## src/hdl/ffa_pkg.sv

```systemverilog
`default_nettype none
package ffa_pkg;

   localparam int POOL_WORDS = 1024;
   localparam int WORD_BITS  = 11;
   localparam int ADDR_BITS  = 10;
   localparam int BYTE_BITS  = 13;
   localparam int NUM_BITS   = 12;

   typedef logic [WORD_BITS-1:0] word_type;

   // End-of-list mark, also the walk step limit.
   localparam word_type END_MARK = WORD_BITS'(POOL_WORDS);

   typedef enum logic [4:0] {
      S_CLEAR,
      S_IDLE,
      S_DISPATCH,
      S_A_RDCUR,
      S_A_SIZE,
      S_A_NEXT,
      S_A_FOUND,
      S_A_SPLIT,
      S_A_HDR,
      S_FA_RT,
      S_FA_TS,
      S_FA_AS,
      S_F_CHK,
      S_F_SIZE,
      S_F_NEXT,
      S_F_PS,
      S_F_TS,
      S_F_RT,
      S_F_RT2,
      S_F_RP,
      S_F_RC,
      S_FIN_OK,
      S_FIN_FAIL
   } state_type;

   typedef enum logic [4:0] {
      OP_NONE,
      OP_CLEAR,
      OP_LOAD,
      OP_RD_CUR,
      OP_RD_T,
      OP_RD_PREV,
      OP_ALC_SIZE,
      OP_ALC_NEXT,
      OP_ALC_FOUND,
      OP_ALC_SPLIT,
      OP_ALC_HDR,
      OP_FA_TS,
      OP_FA_AS,
      OP_F_SIZE,
      OP_F_NEXT,
      OP_F_PS,
      OP_F_TS,
      OP_F_RT2,
      OP_F_RP,
      OP_F_RC,
      OP_OUT_OK,
      OP_OUT_FAIL
   } dp_op_type;

   typedef struct packed {
      logic clear_done;
      logic is_free;
      logic early_fail;
      logic fits;
      logic nx_end;
      logic steps_max;
      logic t_lt_av;
      logic merge_av;
      logic need_hdr;
      logic walk_more;
      logic merge_cur;
   } dp_status_type;

endpackage
`default_nettype wire

```

## src/hdl/ffa_controller.sv

```systemverilog
`default_nettype none
// Sequencer for the clearing pass, allocate walk and free relink.
module ffa_controller (
   input  wire logic                   clock,
   input  wire logic                   reset,
   input  wire logic                   req_valid,
   output logic                        req_ready,
   output logic                        rsp_valid,
   input  wire logic                   rsp_ready,
   input  wire ffa_pkg::dp_status_type status,
   output ffa_pkg::dp_op_type          op
);
   ffa_pkg::state_type state_ff, state_in;
   logic               rsp_valid_ff, rsp_valid_in;
   logic               can_out;

   // The result register may be loaded once the previous result has left.
   assign can_out = !rsp_valid_ff || rsp_ready;

   // Next state.
   always_comb begin
      state_in = state_ff;
      case (state_ff)
         ffa_pkg::S_CLEAR:    if (status.clear_done) state_in = ffa_pkg::S_IDLE;
         ffa_pkg::S_IDLE:     if (req_valid) state_in = ffa_pkg::S_DISPATCH;
         ffa_pkg::S_DISPATCH: begin
            if (!status.is_free) begin
               state_in = status.early_fail ? ffa_pkg::S_FIN_FAIL : ffa_pkg::S_A_RDCUR;
            end else begin
               state_in = status.t_lt_av ? ffa_pkg::S_FA_RT : ffa_pkg::S_F_CHK;
            end
         end
         ffa_pkg::S_A_RDCUR:  state_in = ffa_pkg::S_A_SIZE;
         ffa_pkg::S_A_SIZE:   state_in = status.fits ? ffa_pkg::S_A_FOUND : ffa_pkg::S_A_NEXT;
         ffa_pkg::S_A_NEXT: begin
            state_in = (status.nx_end || status.steps_max) ? ffa_pkg::S_FIN_FAIL
                                                           : ffa_pkg::S_A_SIZE;
         end
         ffa_pkg::S_A_FOUND:  state_in = ffa_pkg::S_A_SPLIT;
         ffa_pkg::S_A_SPLIT:  state_in = status.need_hdr ? ffa_pkg::S_A_HDR : ffa_pkg::S_FIN_OK;
         ffa_pkg::S_A_HDR:    state_in = ffa_pkg::S_FIN_OK;
         ffa_pkg::S_FA_RT:    state_in = ffa_pkg::S_FA_TS;
         ffa_pkg::S_FA_TS:    state_in = status.merge_av ? ffa_pkg::S_FA_AS : ffa_pkg::S_FIN_OK;
         ffa_pkg::S_FA_AS:    state_in = ffa_pkg::S_FIN_OK;
         ffa_pkg::S_F_CHK:    state_in = status.walk_more ? ffa_pkg::S_F_SIZE : ffa_pkg::S_F_PS;
         ffa_pkg::S_F_SIZE:   state_in = ffa_pkg::S_F_NEXT;
         ffa_pkg::S_F_NEXT:   state_in = ffa_pkg::S_F_CHK;
         ffa_pkg::S_F_PS:     state_in = ffa_pkg::S_F_TS;
         ffa_pkg::S_F_TS:     state_in = ffa_pkg::S_F_RT;
         ffa_pkg::S_F_RT:     state_in = ffa_pkg::S_F_RT2;
         ffa_pkg::S_F_RT2:    state_in = status.merge_cur ? ffa_pkg::S_F_RP : ffa_pkg::S_FIN_OK;
         ffa_pkg::S_F_RP:     state_in = ffa_pkg::S_F_RC;
         ffa_pkg::S_F_RC:     state_in = ffa_pkg::S_FIN_OK;
         ffa_pkg::S_FIN_OK:   if (can_out) state_in = ffa_pkg::S_IDLE;
         ffa_pkg::S_FIN_FAIL: if (can_out) state_in = ffa_pkg::S_IDLE;
         default:             state_in = ffa_pkg::S_IDLE;
      endcase
   end

   // Datapath step and handshake outputs.
   always_comb begin
      op           = ffa_pkg::OP_NONE;
      req_ready    = 1'b0;
      rsp_valid_in = rsp_valid_ff && !rsp_ready;
      case (state_ff)
         ffa_pkg::S_CLEAR:    op = ffa_pkg::OP_CLEAR;
         ffa_pkg::S_IDLE: begin
            req_ready = 1'b1;
            if (req_valid) op = ffa_pkg::OP_LOAD;
         end
         ffa_pkg::S_A_RDCUR:  op = ffa_pkg::OP_RD_CUR;
         ffa_pkg::S_A_SIZE:   op = ffa_pkg::OP_ALC_SIZE;
         ffa_pkg::S_A_NEXT: begin
            if (!status.nx_end && !status.steps_max) op = ffa_pkg::OP_ALC_NEXT;
         end
         ffa_pkg::S_A_FOUND:  op = ffa_pkg::OP_ALC_FOUND;
         ffa_pkg::S_A_SPLIT:  op = ffa_pkg::OP_ALC_SPLIT;
         ffa_pkg::S_A_HDR:    op = ffa_pkg::OP_ALC_HDR;
         ffa_pkg::S_FA_RT:    op = ffa_pkg::OP_RD_T;
         ffa_pkg::S_FA_TS:    op = ffa_pkg::OP_FA_TS;
         ffa_pkg::S_FA_AS:    op = ffa_pkg::OP_FA_AS;
         ffa_pkg::S_F_CHK:    op = status.walk_more ? ffa_pkg::OP_RD_CUR : ffa_pkg::OP_RD_PREV;
         ffa_pkg::S_F_SIZE:   op = ffa_pkg::OP_F_SIZE;
         ffa_pkg::S_F_NEXT:   op = ffa_pkg::OP_F_NEXT;
         ffa_pkg::S_F_PS:     op = ffa_pkg::OP_F_PS;
         ffa_pkg::S_F_TS:     op = ffa_pkg::OP_F_TS;
         ffa_pkg::S_F_RT:     op = ffa_pkg::OP_RD_T;
         ffa_pkg::S_F_RT2:    op = ffa_pkg::OP_F_RT2;
         ffa_pkg::S_F_RP:     op = ffa_pkg::OP_F_RP;
         ffa_pkg::S_F_RC:     op = ffa_pkg::OP_F_RC;
         ffa_pkg::S_FIN_OK: begin
            if (can_out) begin
               op           = ffa_pkg::OP_OUT_OK;
               rsp_valid_in = 1'b1;
            end
         end
         ffa_pkg::S_FIN_FAIL: begin
            if (can_out) begin
               op           = ffa_pkg::OP_OUT_FAIL;
               rsp_valid_in = 1'b1;
            end
         end
         default: begin
         end
      endcase
   end

   always_ff @(posedge clock) begin
      if (reset) begin
         state_ff     <= ffa_pkg::S_CLEAR;
         rsp_valid_ff <= 1'b0;
      end else begin
         state_ff     <= state_in;
         rsp_valid_ff <= rsp_valid_in;
      end
   end

   assign rsp_valid = rsp_valid_ff;
endmodule
`default_nettype wire

```

## config.mk

```make
export PLATFORM = sky130hd
export DESIGN_NAME = ffa_controller
export DESIGN_NICKNAME = d
export VERILOG_FILES = /design/src/hdl/ffa_pkg.sv /design/src/hdl/ffa_controller.sv
export SDC_FILE = /design/constraint.sdc
export NUM_CORES = 1
export LEC_CHECK = 0
export ABC_AREA = 1
export BUFFER_PORTS_ARGS = -buffer_cell sky130_fd_sc_hd__buf_2
export CAP_MARGIN = 20
export CORE_UTILIZATION = 40
export CTS_BUF_LIST = sky130_fd_sc_hd__clkbuf_8 sky130_fd_sc_hd__clkbuf_16
export DETAILED_ROUTE_END_ITERATION = 10
export HOLD_SLACK_MARGIN = 0.1
export REMOVE_ABC_BUFFERS = 1
export SETUP_SLACK_MARGIN = 0.15
export SLEW_MARGIN = 10
export SYNTH_ARGS = -nofsm -noshare
export SYNTH_HDL_FRONTEND = slang
export SYNTH_SLANG_ARGS = --single-unit
```

## constraint.sdc

```tcl
create_clock -name clock -period 2.7 [get_ports clock]
set_input_delay 0.81 -clock clock [delete_from_list [all_inputs] [get_ports clock]]
set_output_delay 0.81 -clock clock [all_outputs]
set_load 0.005 [all_outputs]
```

# After elaboration in Yosys (flattened, before gate mapping)
# Cells that the tools add are included.
dict set report word_totals {
  register_bits 6
  output_inout_bits 7
  elab_cells 62
}
dict set report op_classes {
  n_eq_ne 25
  n_mux 22
  n_reduce_logical 13
}
# op n
set op_table {}
lappend op_table {{5-bit case mux with 21 select lines} 1}
lappend op_table {{5-bit case mux with 20 select lines} 1}
lappend op_table {{5-bit two-way mux} 10}
lappend op_table {{5-bit by 4-bit equality test with 1-bit output, second input constant} 8}
lappend op_table {{5-bit equality test, second input constant} 7}
lappend op_table {{5-bit by 3-bit equality test with 1-bit output, second input constant} 4}
lappend op_table {{3-bit two-way mux} 4}
lappend op_table {{5-bit by 2-bit equality test with 1-bit output, second input constant} 2}
lappend op_table {{2-bit two-way mux} 3}
lappend op_table {{5-bit by 1-bit equality test with 1-bit output, second input constant} 1}
lappend op_table {{5-bit zero test} 1}
lappend op_table {{1-bit zero test} 4}
lappend op_table {{2-bit != test, second input constant} 2}
lappend op_table {{2-bit OR reduction} 2}
lappend op_table {{1-bit two-way mux} 3}
lappend op_table {{3-bit AND reduction} 1}
lappend op_table {{3-bit OR reduction} 1}
lappend op_table {{1-bit logical AND} 2}
lappend op_table {{1-bit logical OR} 2}
lappend op_table {{2-bit by 1-bit != test with 1-bit output, second input constant} 1}

# Longest topological paths before layout
dict set report depth {
  word_depth 4
  mapped_depth 12
}

# Worst setup path before layout
# OpenSTA, ideal clock, no wires.
dict set report synth_path {
  kind {input to output}
  start {in rsp_ready}
  end {out op[0]}
  arrival_ps 1351
  setup_slack_ps 539
  cell_stages 4
  cell_sequence {nor2_1 > nor3_1 > nor4_1 > nand3_1}
}
dict set report synth_via {
  elab_chain_len 3
}
# item line_no
set synth_lines {}
lappend synth_lines {{from (decl)} ffa_controller.sv:9} ;# input wire logic rsp_ready,
lappend synth_lines {{1-bit logical OR} ffa_controller.sv:18} ;# assign can_out = !rsp_valid_ff || rsp_ready;
lappend synth_lines {{5-bit two-way mux} ffa_controller.sv:98} ;# if (can_out) begin
lappend synth_lines {{5-bit case mux with 21 select lines} ffa_controller.sv:65} ;# case (state_ff)
lappend synth_lines {{to (decl)} ffa_controller.sv:11} ;# output ffa_pkg::dp_op_type op
# No other way between the ends.

# Final worst setup path
dict set report layout_path {
  start {reg state_ff[0]}
  end {out op[0]}
}
dict set report layout_via {
  elab_chain_len 3
}
# item line_no
set layout_lines {}
lappend layout_lines {{from (decl)} ffa_controller.sv:13} ;# ffa_pkg::state_type state_ff, state_in;
lappend layout_lines {{from (signal assigned)} ffa_controller.sv:110} ;# state_ff <= ffa_pkg::S_CLEAR;
lappend layout_lines {{from (signal assigned)} ffa_controller.sv:113} ;# state_ff <= state_in;
lappend layout_lines {{5-bit equality test or 5-bit by 4-bit equality test with 1-bit output (tied branches)} ffa_controller.sv:65}
lappend layout_lines {{2-bit OR reduction (no source line)} n/a}
lappend layout_lines {{5-bit case mux with 21 select lines *} ffa_controller.sv:65}
# Mark *: on every way between the ends. The rest lies on a longest branch, timed or not.

==> run_results.csv <==
group,metric,value,unit
status,status,"finished clean",
critical_path,cp-startpoint,"state_ff[0]",
pwr,power_frac_seq,19.0,%
place,gp_congestion,0.932,
layout,multi_input_area,673,um^2
global_route,grt_pass1_vias,1095,
drt,post-route-drc-count,0,
floorplanning,start_util,44.0,%
clock_network,clock_path_buffers,2,
pwr,p_per_area,864,mW/mm^2
clock_network,postCtsHoldBufs,0,
floorplanning,placementRows,16,
pwr,peakVddDrop,0.571,mV
critical_path,rr_startpoint,"state_ff[4]",
timing,worst_pin_slew,0.273,ns
synth,ys_ff_latch,6,
floorplanning,boundaryPins,22,
synth,syn-cell-area,890,um^2
critical_path,reg2regPathDepth,11,
timing,max_freq,410,MHz
timing,fin_crit_sh,90.4,%
global_route,grt_pass1_wl,4650,um
floorplanning,die_w,49.2,um
timing,skew,0.000973,ns
layout,antenna_cells,0,
floorplanning,dieArea,0.00242,mm^2
clock_network,path_clk_slew,0.03,ns
critical_path,required,1.89,ns
layout,syn_to_final_growth,21.5,%
clock_network,cts_tree,"done",
critical_path,cp_max_fo,6,
flow_run,maxCapViolations,0,
synth,ys_types,26,
pwr,share_clk_of_total_power,14.1,%
pwr,p_int,448,uW
place,hpwl,2230,um
global_route,antenna_found_initial,0,
global_route,grt_overflow_total,0,
timing,slew_headroom,81.7,%
drt,ant_nets,0,
synth,synth.area.top_cells,"nand2_1 21%, nor2_1 14%, dfxtp_1 14%, nand3_1 7.9%, inv_1 6.8%",
drt,num_vias,1165,
synth,synth_area_leader_cell,"nand2_1",
drt,routed_via_density,5.25,
timing,setup_viol,0,
critical_path,crit_type,"flip-flop to primary output",
timing,grt_setup_unrepaired,"false",
synth,synth_area_per_cell,5.20,um^2
timing,tns,0,ns
timing,setup_slack,0.258,ns
pwr,combPwrFrac,66.9,%
global_route,grt_start_max_net_pins,9,
min_path,hold_path_class,"flip-flop to flip-flop",
timing,hold_ws,0.550,ns
critical_path,start_kind,"flip-flop",
drt,wl,2640,um
pwr,sw_frac_of_total,52.1,%
global_route,gr-usage-all-layers,25.3,%
layout,seqCellArea,126,um^2
critical_path,cp_data_arrival_time,1.63,ns
pwr,power_leakage,0.000640,uW
timing,slew_violations,0,
timing,layout_min_cycle_time,2.44,ns
floorplanning,fp.coreArea,0.00202,mm^2
critical_path,r2r-end,"state_ff[0]",
clock_network,cts.sinks,6,
drt,dr.pass1.iters,4,
pwr,switchingPower,486,uW
layout,fill_cells,233,
place,port_buffers,21,
synth,syn_inst,171,
layout,fin_nets,212,
critical_path,reg2reg_setup_slack,1.12,ns
place,place_ws,0.322,ns
critical_path,cp-endpoint,"op[0]",
critical_path,crit_path_end_kind,"primary output",
clock_network,htree_levels,1,
timing,hold_viol_final,0,
clock_network,cts_buffers,3,
drt,first_iter_violations,45,
layout,drive_above_1_share,29.2,%
floorplanning,die_h,49.2,um
clock_network,clk_root_buffer_cell,"clkbuf_8",
clock_network,clk_latency,0.22,ns
synth,synth_top_area_share,20.7,%
synth,synth-seq-area-share,13.5,%
drt,routedWlPerCell,11.9,um
synth,ys.warnings.count,0,
## flip-flops by register name, summed over array words and instances, names as in the netlist
| register | count |
|---|---|
| rsp_valid | 1 |
| state_ff | 5 |
## metrics by stage
step | total power [uW] | std cells | instance area (um^2) | util, %
after floorplan | 608 | 170 | 885 | -
after global placement | 795 | 219 | 1030 | 51.0
after detailed placement | 785 | 219 | 1030 | 51.0
after CTS | 926 | 222 | 1070 | 53.1
after global routing | 1040 | 222 | 1080 | 53.5
final | 934 | 222 | 1080 | 53.5
## power by group through the flow
stage	Clock, uW	Combinational, uW	Sequential [uW]
detailed placement	0	615	170
CTS	137	618	171
global placement	0	624	171
floorplan	0	448	160
global route	142	713	181
finish	132	625	177
## logic make-up after synthesis
logic type | count (synthesis) | share of synthesized area (%)
AOI/OAI and AO/OA | 13 | 8.30
buffers and inverters | 26 | 11.1
DFF | 6 | 13.5
and+or+nand+nor | 126 | 67.1
## critical path, stage by stage, from the launching register on
cell and delay [ns]:
dfxtp_2 0.38, inv_2 0.09, nand2_2 0.10, nor2_2 0.07, nand2_1 0.13, nand2_1 0.10
nor4_1 0.26, nand3_1 0.12, buf_2 0.15
## layer usage
layer	wire, um	share of wire, %	up-vias	track usage [%]
met3	204	7.7	11	4.36
met4	102	3.9	0	16.7
met2	1160	44	49	40.9
met5	0	0	-	0
met1	1180	44	506	30.3
li1	-	-	599	-
## cell type report
cell class | instances | share of cell area [%]
sequential | 6 | 11.7
tap | 27 | 3.12
multi-input combinational | 139 | 62.3
clock buffer | 3 | 3.82
inverter | 25 | 8.68
timing repair buffer | 22 | 10.4
## layout by cell type, fill, tap and decap left out, types with 3 or more instances in the layout
cell type,n
inv_1,16
nand2_1,49
nand3_1,14
clkbuf_8,3
inv_2,8
a21oi_1,4
nand4_1,3
nor3_1,6
o21ai_0,4
nor2_1,32
nand2_2,6
nor2_2,5
dfxtp_2,5
buf_2,21
## cell usage after synthesis
master	n
nor3_1	6
nor4_1	1
a21oi_2	1
clkinv_1	1
nor3_2	2
nand3_1	14
nand2_1	49
or2_1	2
nor2_4	2
buf_2	1
nor2_2	4
nor3b_1	1
o22ai_1	2
nand3_4	1
a22oi_1	1
nand3_2	1
dfxtp_1	6
o21ai_1	1
nand2_2	6
a21oi_1	4
nor2_1	33
nand4_1	3
o21ai_0	4
nand3b_2	1
inv_2	8
inv_1	16
## how the worst min path moves through the flow
| stage | startpoint | end | cells after the start |
|---|---|---|---|
| 4_1_cts | state_ff[1] | state_ff[1] | 2 |
| 5_1_grt | state_ff[1] | state_ff[1] | 2 |
| 6_report | state_ff[1] | state_ff[1] | 2 |
| 3_5_place_dp | state_ff[1] | state_ff[1] | 2 |
| 2_1_floorplan | state_ff[1] | state_ff[1] | 2 |
| 3_3_place_gp | state_ff[1] | state_ff[1] | 2 |
## repair_timing
| item | 4_1_cts | 5_1_grt |
|---|---|---|
| resized for setup | 1 | 5 |
| setup buffers | 0 | 0 |
| pin swaps | 0 | 0 |
| hold endpoints to repair | 0 | 0 |
| gates cloned | 0 | 0 |
| endpoints found under the setup margin | 1 | 3 |
Power figures use the tool's default switching activity.
